File: config.mk
export PLATFORM = sky130hd
export DESIGN_NAME = sbmv_merge
export DESIGN_NICKNAME = d
export VERILOG_FILES = /design/src/hw/rtl/sbmv_pkg.sv /design/src/hw/rtl/sbmv_merge.sv
export SDC_FILE = /design/constraint.sdc
export NUM_CORES = 1
export LEC_CHECK = 0
export BUFFER_PORTS_ARGS = -buffer_cell sky130_fd_sc_hd__buf_2
export CORE_ASPECT_RATIO = 1.1
export CORE_MARGIN = 5
export CORE_UTILIZATION = 40
export CTS_BUF_LIST = sky130_fd_sc_hd__clkbuf_16
export DETAILED_ROUTE_END_ITERATION = 6
export HOLD_SLACK_MARGIN = 0.08
export PLACE_DENSITY_LB_ADDON = 0.15
export SLEW_MARGIN = 40
export SYNTH_ARGS = -nofsm -noshare
export SYNTH_HDL_FRONTEND = slang
export SYNTH_SLANG_ARGS = --single-unit
File: constraint.sdc
create_clock -name i_clk -period 4.45 [get_ports i_clk]
set_input_delay 0.2225 -clock i_clk [delete_from_list [all_inputs] [get_ports i_clk]]
set_output_delay 0.2225 -clock i_clk [all_outputs]
set_load 0.05 [all_outputs]
File: src/hw/rtl/sbmv_pkg.sv
// ----------------------------------------------------------------------------
// sbmv_pkg
// shared types and constants of the 6x6 block sparse matrix-vector unit
// ----------------------------------------------------------------------------
package sbmv_pkg;

    localparam int BLOCK   = 6;
    localparam int IN_W    = 32;
    localparam int ACC_W   = 64;
    localparam int NODE_W  = 12;
    localparam int SUB_W   = 3;

    localparam logic MODE_LOAD = 1'b0;
    localparam logic MODE_MAT  = 1'b1;

    typedef struct packed {
        logic                   mode;
        logic [NODE_W-1:0]      node;
        logic [SUB_W-1:0]       sub_row;
        logic signed [IN_W-1:0] v0;
        logic signed [IN_W-1:0] v1;
        logic signed [IN_W-1:0] v2;
        logic signed [IN_W-1:0] v3;
        logic signed [IN_W-1:0] v4;
        logic signed [IN_W-1:0] v5;
        logic                   end_of_row;
    } t_in_item;

    typedef struct packed {
        logic [NODE_W-1:0]       row_index;
        logic signed [ACC_W-1:0] y0;
        logic signed [ACC_W-1:0] y1;
        logic signed [ACC_W-1:0] y2;
        logic signed [ACC_W-1:0] y3;
        logic signed [ACC_W-1:0] y4;
        logic signed [ACC_W-1:0] y5;
    } t_out_item;

    typedef struct packed {
        logic mul_en;
        logic add1_en;
        logic add2_en;
    } t_stage_ctl;

endpackage

File: src/hw/rtl/sbmv_merge.sv
// ----------------------------------------------------------------------------
// sbmv_merge
// adds the six lane products to the old row sum and saturates to 64 bits
// ----------------------------------------------------------------------------
module sbmv_merge #(
    parameter int VALUE_BITS = 32
) (
    input  logic                                  i_clk,
    input  sbmv_pkg::t_stage_ctl                  i_ctl,
    input  logic signed [2*VALUE_BITS-1:0]        i_prod [sbmv_pkg::BLOCK],
    input  logic signed [sbmv_pkg::ACC_W-1:0]     i_acc_old,
    output logic signed [sbmv_pkg::ACC_W-1:0]     o_sum
);

    localparam int W1 = sbmv_pkg::ACC_W + 1;
    localparam int W2 = sbmv_pkg::ACC_W + 2;
    localparam int W3 = sbmv_pkg::ACC_W + 3;

    logic signed [W1-1:0] r_s01, r_s23, r_s45;
    logic signed [W2-1:0] r_t, r_u;
    logic signed [W3-1:0] w_total;
    logic                 w_fits;

    always_ff @(posedge i_clk) begin
        if (i_ctl.add1_en) begin
            r_s01 <= W1'(i_prod[0]) + W1'(i_prod[1]);
            r_s23 <= W1'(i_prod[2]) + W1'(i_prod[3]);
            r_s45 <= W1'(i_prod[4]) + W1'(i_prod[5]);
        end
        if (i_ctl.add2_en) begin
            r_t <= W2'(r_s01) + W2'(r_s23);
            r_u <= W2'(r_s45) + W2'(i_acc_old);
        end
    end

    assign w_total = W3'(r_t) + W3'(r_u);
    assign w_fits  = (w_total[W3-1:sbmv_pkg::ACC_W-1] == '0) ||
                     (w_total[W3-1:sbmv_pkg::ACC_W-1] == '1);

    always_comb begin
        if (w_fits) begin
            o_sum = w_total[sbmv_pkg::ACC_W-1:0];
        end else if (w_total[W3-1]) begin
            o_sum = {1'b1, {(sbmv_pkg::ACC_W-1){1'b0}}};
        end else begin
            o_sum = {1'b0, {(sbmv_pkg::ACC_W-1){1'b1}}};
        end
    end

endmodule

Yosys cells after proc, flatten, opt, wreduce, memory -nomap -nowiden
Index checks and enable logic that the tools add are counted.

word-level totals
  bits in registers = 327
  logic and storage cells = 16

cells by class
  $add $sub $neg = 6
  eq/ne operators = 1
  muxes and demuxes = 2
  reduce and logical (&&, ||, !) cells = 2

operators by type and width
  cell                                        count
  64-bit by 64-bit adder with 65-bit output   3
  64-bit 2-to-1 mux                           2
  66-bit by 66-bit adder with 67-bit output   1
  65-bit by 64-bit adder with 66-bit output   1
  65-bit by 65-bit adder with 66-bit output   1
  4-bit equality test, second input constant  1
  4-bit zero test                             1
  1-bit logical OR                            1

Depth between registers and ports, before layout
Gate-level depths: netlist (run 1).

  depth after elaboration = 4
  depth in mapped cells = 17
  gate-level depth less buffers = 15

Worst setup path before layout (run 1)
No wires, ideal clock.

  path kind = register -> output
  start point = reg r_t[0]
  end point = out o_sum[42] in the netlist's numbering
  arrival time = 4.263 ns
  path slack = -0.035 ns
  stages on the path, launching flop included = 18
  buffers on the path = 2
  cells stage by stage = edfxtp_1 ha_1 inv_1 fa_1 nand2b_1 a21oi_1 a211oi_2 o211ai_1 o21bai_1 o21ai_2 nand4_1 a31oi_1 nor2_1 xnor2_1 nor4_2 buf_2 buf_4 a21o_1

on the way
  longest elaborated chain between the ends = 4

ends and longest elaborated chain
  what                                                    RTL line                            text
  start: declaration                                      sbmv_merge.sv:20                    logic signed [W2-1:0] r_t, r_u;
  start signal: assignment                                sbmv_merge.sv:31                    r_t <= W2'(r_s01) + W2'(r_s23);
  66-bit by 66-bit adder with 67-bit output *             sbmv_merge.sv:36                    assign w_total = W3'(r_t) + W3'(r_u);
  4-bit equality test or 4-bit zero test (tied branches)  sbmv_merge.sv:38, sbmv_merge.sv:37
  1-bit logical OR                                        sbmv_merge.sv:37                    assign w_fits = (w_total[W3-1:sbmv_pkg::ACC_W-1] == '0) ||
  64-bit 2-to-1 mux *                                     sbmv_merge.sv:41                    if (w_fits) begin
  end: declaration                                        sbmv_merge.sv:12                    output logic signed [sbmv_pkg::ACC_W-1:0] o_sum

Mark *: on every way between the ends. The rest lies on a longest branch, timed or not.

Final worst setup path (run 1)
  start point = reg r_t[56]
  end point = out o_sum[33] in the netlist's numbering

The elaborated chain is that of the path after synthesis.

==> flow_summary.yaml, run 1 <==
floorplanning:
  die_height_um: 307
  initial_core_util_pct: 40.4
  fp.dieArea_um2: 85700
  placementRows: 108
  die_w_um: 280
  core_area_um2: 79100
  pin_count: 516
synthesis:
  synth_top_area_share_pct: 30.7
  ys.flop_type: "edfxtp_1"
  synth_edf_count: 327
  seq_area_frac_synth_pct: 30.7
  synth_area_leaders: "edfxtp_1 31%, ha_1 15%, a21oi_1 6.8%"
  async_reset_ff_share_pct: 0
  synth-seq-cells: 327
  yosysWarnings: 0
  synth_cell_type_count: 87
  synth.largest_area_cell: "edfxtp_1"
  syn_nets: 4429
  syn_avg_cell_area_um2: 8.92
  syn-instance-count: 3583
  syn_area_um2: 32000
sta:
  holdWs_ns: 0.124
  fmaxAchievable_mhz: 222
  min_period_ns: 4.50
  finClkSkew_ns: 0.0172
  setup_viol: 55
  slew_headroom_pct: 50.0
  finalWorstSetupSlack_ns: -0.0542
  worst_pin_slew_ns: 0.750
  rsz0062_at_grt: "yes"
  hold_violations: 0
  fin_crit_sh_pct: 101
  drv_slew: 0
drt:
  drt_iter0_markers: 1987
  ant_nets: 0
  drc: 0
  wl_per_cell_um: 20.0
  vias: 28857
  finalWirelength_mm: 104
  first_pass_iters: 6
  vias_per_cell: 5.56
global_routing:
  grt_pass1_wl_mm: 157
  grtUsageTotal_pct: 23.0
  antenna_found_initial: 31
  grt_pass1_vias: 28434
  overflow: 0
  grt_max_degree: 113
layout:
  ff_latch_area_um2: 9820
  areaGrowthSynthToFinish_pct: 21.3
  drive_gt1_share_pct: 18.5
  fillerInstances: 7630
  multi_input_comb_area_um2: 21700
  layout_commonest_cell: "buf_2"
  nets: 4951
  final_cell_mix: "449 x buf_2, 424 x a21oi_1, 360 x ha_1, 327 x edfxtp_1, 283 x a21o_1"
worst_setup_path:
  rr_worst_depth: 16
  max_stage_delay_ns: 0.46
  crit_chain: "ha_1 > buf_4 > a21o_1 > a31oi_1 > o21ai_0 > a221oi_1 > o21ai_1 > a21oi_2 > xnor2_1 > and2_1 > a32o_2 > or3_4 > buf_12 > buf_16 > mux2i_4 > buf_12"
  cp_data_arrival_time_ns: 4.28
  start_kind: "register"
  crit_family: "compound AO/OA/AOI/OAI gates"
  cp_common_cell: "buf_12"
  critPathRequiredTime_ns: 4.23
  cp.buffers_inverters: 4
  r2r-end: "r_t[58]"
  reg2reg_slack_ns: 0.29
  cp_max_fo: 8
  worstReg2RegStart: "r_s01[0]"
  cp-end-kind: "output pin"
  critPathKind: "register to output pin"
  cpMaxStageDelayCell: "edfxtp_1"
clocking:
  ctsRootBufferMaster: "clkbuf_16"
  cts_buffers: 36
  htreeDepth: 2
  clock_sinks: 327
  clock_latency_ns: 0.55
  cts_tree: "built"
  clockBufferDepth: 3
  clk_pin_slew_worst_paths_ns: 0.06
pwr:
  p_leak_nw: 17.2
  p_total_mw: 27.5
  ir_worst_vdd_mv: 1.61
  powerDensity_nw_per_um2: 710
hold_path:
  min_from: "i_prod[127]"
  holdPathStages: 3
  hold_end: "r_s45[63]"
  hold_path.class: "input pin to register"
outcome:
  violations: "setup timing"
  outcome: "finished with violations"
placement:
  gp_congestion: 0.949
  hpwl_mm: 86.7
  port_buffers: 514
flow_run:
  drv_cap: 0
synth_stat cells, types with 6 or more instances:
master and instances:
a21oi_1 435, ha_1 388, edfxtp_1 327, a21o_1 283
nand2_1 274, xnor2_1 233, o21ai_0 231, nor2_1 216
inv_1 126, xor2_1 125, clkbuf_1 92, nand3_1 74
nand4_1 69, o21bai_1 65, nor2b_1 57, nand2b_1 52
o21a_1 51, nor3_1 40, and3_1 39, a31oi_1 36
and2_1 28, o31ai_1 22, a211oi_1 21, o211ai_1 21
buf_2 18, a21boi_0 15, a221oi_1 15, o21ai_1 14
a41oi_1 13, o31a_1 12, or3_1 12, and4_1 10
o2111ai_1 10, a31o_2 9, or2_2 9, a211o_1 8
a221o_1 8, a311oi_1 8, fa_1 6
power breakdown:
group          total (mW)  internal [mW]  switching [mW]  leakage [nW]
Sequential           4.78           4.42           0.364          3.20
Clock                2.84           1.63            1.21         0.541
Combinational        19.9           8.64            11.3          13.4
Total                27.5           14.7            12.8          17.2
per-layer routing:
layer / GRT usage (%) / vias to the layer above / share of wire (%)
li1: - / 14486 / -
met1: 31.4 / 13428 / 45
met2: 37.9 / 788 / 46
met3: 3.61 / 149 / 5.7
met4: 6.73 / 6 / 2.9
met5: 0 / - / 0.039
kinds of logic (layout without fill, tap and decap cells):
group	count (synthesis)	in the layout	share of synthesized area (%)
compound gates	1348	1348	27.1
xor+xnor	358	358	9.81
fa+ha+maj	394	394	15.6
buf+inv	247	792	3.05
flops	327	327	30.7
mux	6	6	0.192
other cells	0	21	0
simple gates	903	903	13.6
state kept, by name (all words and copies together), names as in the netlist:
signal	count
r_s45	65
r_s01	65
r_s23	65
r_u	66
r_t	66
how the worst max path moves through the flow:
stage	start	end	slack [ns]	cells after the start
final	r_t[56]	o_sum[33]	-0.05	16
after detailed placement	r_t[0]	o_sum[43]	0.1	17
after CTS	r_t[0]	o_sum[33]	-0.06	18
after floorplan	r_t[0]	o_sum[19]	0.20	17
after global routing	r_t[0]	o_sum[12]	-0.22	18
after global placement	r_t[0]	o_sum[1]	0.13	17
timing repair:
action | in CTS | in global routing
hold buffers | 7 | 0
pin swaps | 5 | 4
buffers inserted | 8 | 6
endpoints found under the hold margin | 4 | 0
gates resized for setup | 73 | 30
setup endpoints to repair | 63 | 68
gates cloned | 4 | 1
cell type report:
cell class	instances	share of cell area (%)
multi-input combinational	3009	55.9
sequential	327	25.3
tap	1045	3.37
antenna	21	0.136
inverter	126	1.22
clock inverter	24	0.468
clock buffer	37	2.39
timing repair buffer	605	11.2
worst register-to-register path: stages, from the launching register on:
cell and delay (ns):
edfxtp_1 0.38, ha_1 0.24, inv_1 0.08, fa_1 0.20, nor2b_1 0.06, o21ai_1 0.15, a21boi_1 0.13, o21ai_1 0.40
o21a_1 0.30, o41ai_2 0.10, buf_4 0.17, a2111o_1 0.38, a41oi_1 0.34, o21ai_0 0.14, a21oi_1 0.27, o21ai_0 0.14
xor2_1 0.43
through the flow:
| stage | cells | util, % | cell area (um^2) | setup TNS [ns] | worst slack, ns |
|---|---|---|---|---|---|
| final | 5194 | 49.1 | 38800 | -1.95 | -0.0542 |
| after global routing | 5185 | 49.0 | 38800 | -12.09 | -0.215 |
| after CTS | 5166 | 48.7 | 38500 | -2.39 | -0.0606 |
| after detailed placement | 5086 | 46.5 | 36800 | 0 | 0.0958 |
| after global placement | 5086 | 46.5 | 36800 | 0 | 0.128 |
| after floorplan | 3583 | - | 32000 | 0 | 0.202 |
No activity file was read; power rests on OpenSTA's default activity.
==> run 2, diff against run 1 <==
--- a/config.mk
+++ b/config.mk
@@ -12,7 +12,7 @@
 export CTS_BUF_LIST = sky130_fd_sc_hd__clkbuf_16
 export DETAILED_ROUTE_END_ITERATION = 6
 export HOLD_SLACK_MARGIN = 0.08
-export PLACE_DENSITY_LB_ADDON = 0.15
+export PLACE_DENSITY = 0.64
 export SLEW_MARGIN = 40
 export SYNTH_ARGS = -nofsm -noshare
 export SYNTH_HDL_FRONTEND = slang
==> run 2 against run 1 <==
The flow still finishes with violations (setup timing). Count of clock-buffer cells in the layout fell by 2. Via count rose by 0.50%. Final cell count rose by 0.13%. Global-route usage fell by 0.28 points. Sequential power fell by 1%. First-iteration DRC count rose by 19%. Power rose by 0.42%. Critical endpoint is now o_sum[11]. Largest power group unchanged.
==> flow_summary.yaml, run 2 (same netlist as run 1, synthesis figures left out) <==
drt:
  wl_per_cell_um: 19.8
  finalWirelength_mm: 103
  ant_nets: 0
  drt_iter0_markers: 2366
  vias_per_cell: 5.58
  drc: 0
  vias: 29001
  first_pass_iters: 6
layout:
  areaGrowthSynthToFinish_pct: 20.8
  nets: 4951
  final_core_util_pct: 48.9
  layout_commonest_cell: "buf_2"
  drive_gt1_share_pct: 17.8
  reg_top3: "r_t: 66 flops, r_u: 66 flops"
  final_cell_mix: "449 x buf_2, 426 x a21oi_1, 382 x ha_1, 327 x edfxtp_1, 283 x a21o_1"
  ff_latch_area_um2: 9820
  fillerInstances: 7488
  multi_input_comb_area_um2: 21400
sta:
  finalWorstSetupSlack_ns: -0.134
  fin_crit_sh_pct: 103
  fmaxAchievable_mhz: 218
  setup_viol: 63
  hold_violations: 0
  rsz0062_at_grt: "yes"
  min_period_ns: 4.58
  fin_setup_tns_ns: -6.55
  worst_pin_slew_ns: 0.804
  drv_slew: 0
  slew_headroom_pct: 46.4
  finClkSkew_ns: 0.0211
worst_setup_path:
  critPathRequiredTime_ns: 4.23
  cp-end-kind: "output pin"
  cp_common_cell: "buf_6"
  start_kind: "register"
  critPathKind: "register to output pin"
  cpMaxStageDelayCell: "ha_1"
  cp_max_fo: 8
  max_stage_delay_ns: 0.40
  cp_data_arrival_time_ns: 4.36
  crit_chain: "ha_1 > a21oi_2 > o21a_1 > nor3_1 > or3_1 > a221oi_2 > o21ai_4 > a31oi_2 > xnor2_1 > and2_1 > a32o_2 > buf_6 > nor4_4 > buf_6 > clkbuf_16 > a21o_1 > buf_12"
clocking:
  cts_buffers: 34
  clock_sinks: 327
  clock_latency_ns: 0.54
  htreeDepth: 2
  clockBufferDepth: 3
  cts_tree: "built"
  ctsRootBufferMaster: "clkbuf_16"
  clk_pin_slew_worst_paths_ns: 0.06
global_routing:
  overflow: 0
  grt_pass1_wl_mm: 156
  grt_pass1_vias: 28473
  antenna_found_initial: 35
  grtUsageTotal_pct: 22.7
  grt_max_degree: 105
pwr:
  ir_worst_vdd_mv: 1.40
  pwr-share-seq_pct: 17.1
  powerDensity_nw_per_um2: 715
  p_leak_nw: 17.2
  clkPwrFrac_pct: 10.8
  switching_power_mw: 12.8
  p_int_mw: 14.8
  netSwitchingFraction_pct: 46.4
  combPwrFrac_pct: 72.1
placement:
  gp_congestion: 0.934
  port_buffers: 514
  hpwl_mm: 86.8
  place_ws_ns: 0.0910
floorplanning:
  die_height_um: 307
  core_area_um2: 79100
  fp.dieArea_um2: 85700
  placementRows: 108
  initial_core_util_pct: 40.4
  pin_count: 516
  die_w_um: 280
hold_path:
  hold_path.class: "input pin to register"
flow_run:
  drv_cap: 0
outcome:
  outcome: "finished with violations"
  violations: "setup timing"
## run 2: cell types whose count changed in the layout (fill, tap and decap cells not counted), moves of 3 or more
cell / previous run / this run
buf_12: 62 / 68
bufinv_16: 2 / 6
clkinv_4: 0 / 4
clkinvlp_4: 5 / 2
diode_2: 21 / 26
ha_1: 360 / 382
ha_2: 13 / 3
ha_4: 15 / 3
## run 2: cell type report
| cell class | count | area share (%) |
|---|---|---|
| multi-input cells | 3009 | 55.4 |
| diodes | 26 | 0.168 |
| repair buffers | 607 | 11.3 |
| well taps | 1045 | 3.38 |
| inverters | 126 | 1.22 |
| flip-flops and latches | 327 | 25.4 |
| clock buffers | 35 | 2.27 |
| clock inverters | 26 | 0.780 |
## run 2: routing by layer
layer | global-route usage [%] | wire [um] | vias to the layer above
li1 | - | - | 14517
met1 | 30.7 | 44500 | 13403
met2 | 37.4 | 47500 | 885
met3 | 2.94 | 6690 | 188
met4 | 8.32 | 4210 | 8
met5 | 0 | 44 | -
## run 2: path summary, 6_finish.rpt
| path | startpoint | to | slack, ns | cells after the start |
|---|---|---|---|---|
| worst min register to register | r_s45[0] | r_u[0] | 0.55 | 1 |
| worst max register to register | r_s23[0] | r_t[42] | 0.40 | 16 |
| worst max-delay path | r_u[19] | o_sum[11] | -0.13 | 17 |
| worst min-delay path | i_ctl[0] | r_u[65] | 0.13 | 1 |
## run 2: critical path: cells and delay by family, from the launching register on
family,cells,cell delay (ns)
flops,1,0.39
simple gates,4,0.81
compound gates,7,1.44
buf+inv,4,0.68
xor+xnor,1,0.11
fa+ha+maj,1,0.40
## run 2: power groups by stage
stage          sequential, mW  combinational (mW)  clock, mW
3_3_place_gp             4.76                19.0          0
6_report                 4.73                19.9       2.99
3_5_place_dp             4.78                19.1          0
4_1_cts                  4.72                19.5       3.08
2_1_floorplan            4.61                11.3          0
5_1_grt                  4.79                21.2       3.18
## run 2: metrics by stage
stage	instance area [um^2]	hold WS, ns	power (mW)	instances
global route	38600	0.127	29.2	5187
finish	38600	0.132	27.6	5201
CTS	38400	0.109	27.3	5163
detailed placement	36900	0.514	23.8	5092
floorplan	32000	0.335	15.9	3583
global placement	36900	0.507	23.8	5092
## run 2: timing repair
| action | in CTS | in global routing |
|---|---|---|
| hold buffers | 7 | 0 |
| gates resized for setup | 38 | 16 |
| endpoints found under the setup margin | 63 | 65 |
| buffers inserted | 2 | 8 |
| pin swaps | 6 | 13 |
| gates cloned | 1 | 4 |
| endpoints found under the hold margin | 4 | 0 |
==> run 3, diff against run 2 <==
--- a/config.mk
+++ b/config.mk
@@ -12,7 +12,7 @@
 export CTS_BUF_LIST = sky130_fd_sc_hd__clkbuf_16
 export DETAILED_ROUTE_END_ITERATION = 6
 export HOLD_SLACK_MARGIN = 0.08
-export PLACE_DENSITY = 0.64
+export PLACE_DENSITY = 0.72
 export SLEW_MARGIN = 40
 export SYNTH_ARGS = -nofsm -noshare
 export SYNTH_HDL_FRONTEND = slang
==> run 3 against run 2 <==
Count of clock-buffer cells in the layout is 4 lower. Combinational power is 4% higher. The run still ends with setup timing left. Critical path depth is 1 lower. Sequential power is 0.8% higher. Worst hold slack worse by 0.010 ns. Register-to-register slack worse by 0.08 ns. Clock power is 9.7% lower. Largest cell class unchanged.
==> flow_summary.yaml, run 3 (same netlist as run 1, synthesis figures left out) <==
outcome:
  outcome: "finished with violations"
  violations: "setup timing"
global_routing:
  grt_pass1_wl_mm: 159
  grtUsageTotal_pct: 23.2
  overflow: 0
  antenna_found_initial: 28
  grt_pass1_vias: 28926
  grt_max_degree: 133
worst_setup_path:
  start_kind: "register"
  cp_common_cell: "buf_12"
  cp.buffers_inverters: 3
  critPathRequiredTime_ns: 4.23
  cp-startpoint: "r_t[14]"
  cp-end-kind: "output pin"
  critPathKind: "register to output pin"
  rr_worst_depth: 13
  reg2reg_slack_ns: 0.32
  crit_chain: "ha_2 > nand2_1 > a211oi_2 > o2111ai_1 > o21a_1 > o211a_4 > o21ai_4 > nand3_2 > a31oi_2 > nor3_1 > a32o_2 > or3_4 > buf_12 > buf_16 > a21o_1 > buf_12"
  cp_data_arrival_time_ns: 4.35
  cpMaxStageDelayCell: "or3_4"
  worstReg2RegStart: "r_s01[1]"
  cp_max_fo: 8
  r2r-end: "r_t[61]"
  crit_family: "compound AO/OA/AOI/OAI gates"
  max_stage_delay_ns: 0.44
layout:
  layout_commonest_cell: "buf_2"
  fillerInstances: 7307
  reg_top3: "r_t: 66 flops, r_u: 66 flops"
  drive_gt1_share_pct: 18.5
  nets: 4955
  final_cell_mix: "449 x buf_2, 426 x a21oi_1, 359 x ha_1, 327 x edfxtp_1, 283 x a21o_1"
  final_cells: 5198
  areaGrowthSynthToFinish_pct: 21.5
flow_run:
  drv_cap: 0
clocking:
  clk_pin_slew_worst_paths_ns: 0.06
  cts_tree: "built"
  clock_sinks: 327
  htreeDepth: 1
  cts_buffers: 31
  ctsRootBufferMaster: "clkbuf_16"
  clock_latency_ns: 0.59
  clockBufferDepth: 3
pwr:
  p_int_mw: 14.9
  pwr-share-seq_pct: 17.0
  ir_worst_vdd_mv: 1.06
  powerDensity_nw_per_um2: 721
  clkPwrFrac_pct: 9.6
  p_total_mw: 28.0
  netSwitchingFraction_pct: 46.8
  switching_power_mw: 13.1
  p_leak_nw: 17.2
  combPwrFrac_pct: 73.3
drt:
  ant_nets: 0
  wl_per_cell_um: 20.4
  drc: 0
  vias_per_cell: 5.70
  first_pass_iters: 5
  vias: 29610
  drt_iter0_markers: 2420
  finalWirelength_mm: 106
sta:
  fmaxAchievable_mhz: 219
  worst_pin_slew_ns: 0.727
  finalWorstSetupSlack_ns: -0.118
  holdWs_ns: 0.122
  finClkSkew_ns: 0.0234
  slew_headroom_pct: 50.3
  drv_slew: 0
  rsz0062_at_grt: "yes"
  hold_violations: 0
  min_period_ns: 4.57
  setup_viol: 58
  fin_crit_sh_pct: 103
hold_path:
  hold_end: "r_s45[2]"
  hold_path.class: "input pin to register"
  holdPathStages: 3
  min_from: "i_prod[2]"
floorplanning:
  core_area_um2: 79100
  fp.dieArea_um2: 85700
  initial_core_util_pct: 40.4
  die_height_um: 307
  die_w_um: 280
  pin_count: 516
  placementRows: 108
placement:
  place_inst: 5085
  port_buffers: 514
  hpwl_mm: 87.7
  gp_congestion: 0.961
[run 3: how the worst max path moves through the flow]
stage	end	slack [ns]	depth (start not counted)
4_1_cts	o_sum[31]	-0.15	18
3_5_place_dp	o_sum[43]	0.04	15
6_report	o_sum[29]	-0.12	16
2_1_floorplan	o_sum[19]	0.20	17
3_3_place_gp	o_sum[2]	0.13	15
5_1_grt	o_sum[31]	-0.34	18
[run 3: repair_timing]
item | CTS | global route
setup endpoints to repair | 63 | 68
resized for setup | 91 | 35
endpoints found under the hold margin | 6 | 0
cloned | 5 | 4
setup buffers | 23 | 6
hold buffers | 9 | 0
pin swaps | 18 | 6
[run 3: layout make-up]
cell class	instances	area (um^2)	share of cell area (%)
diodes	22	55.1	0.142
clock buffers	31	776	2.00
clock inverters	24	253	0.650
inverters	126	473	1.22
multi-input cells	3009	21700	55.8
flip-flops and latches	327	9820	25.3
well taps	1045	1310	3.36
repair buffers	614	4480	11.5
[run 3: routing by layer]
layer	GRT usage, %	share of wire (%)	vias to the layer above
met5	0	0.043	-
met4	10.1	4.8	6
li1	-	-	14490
met1	30.9	43	13945
met2	38.9	47	949
met3	2.11	5.4	220
[run 3: tightest hold or removal path, cell delays in order]
cell and delay, ns:
buf_2 0.08, ha_1 0.17, xnor2_1 0.12
[run 3: metrics by stage]
stage / setup slack [ns] / utilization, % / cell area, um^2 / setup TNS (ns)
6_report: -0.118 / 49.2 / 38900 / -2.91
5_1_grt: -0.336 / 49.1 / 38800 / -16.45
4_1_cts: -0.153 / 48.8 / 38500 / -5.83
3_5_place_dp: 0.0419 / 46.5 / 36700 / 0
3_3_place_gp: 0.135 / 46.5 / 36700 / 0
2_1_floorplan: 0.202 / - / 32000 / 0
[run 3: power groups by stage]
stage / sequential [mW] / combinational, mW / clock (mW)
after CTS: 4.75 / 20.0 / 2.76
after detailed placement: 4.76 / 18.7 / 0
final: 4.77 / 20.6 / 2.70
after global placement: 4.73 / 18.6 / 0
after global routing: 4.83 / 21.8 / 2.89
after floorplan: 4.61 / 11.3 / 0
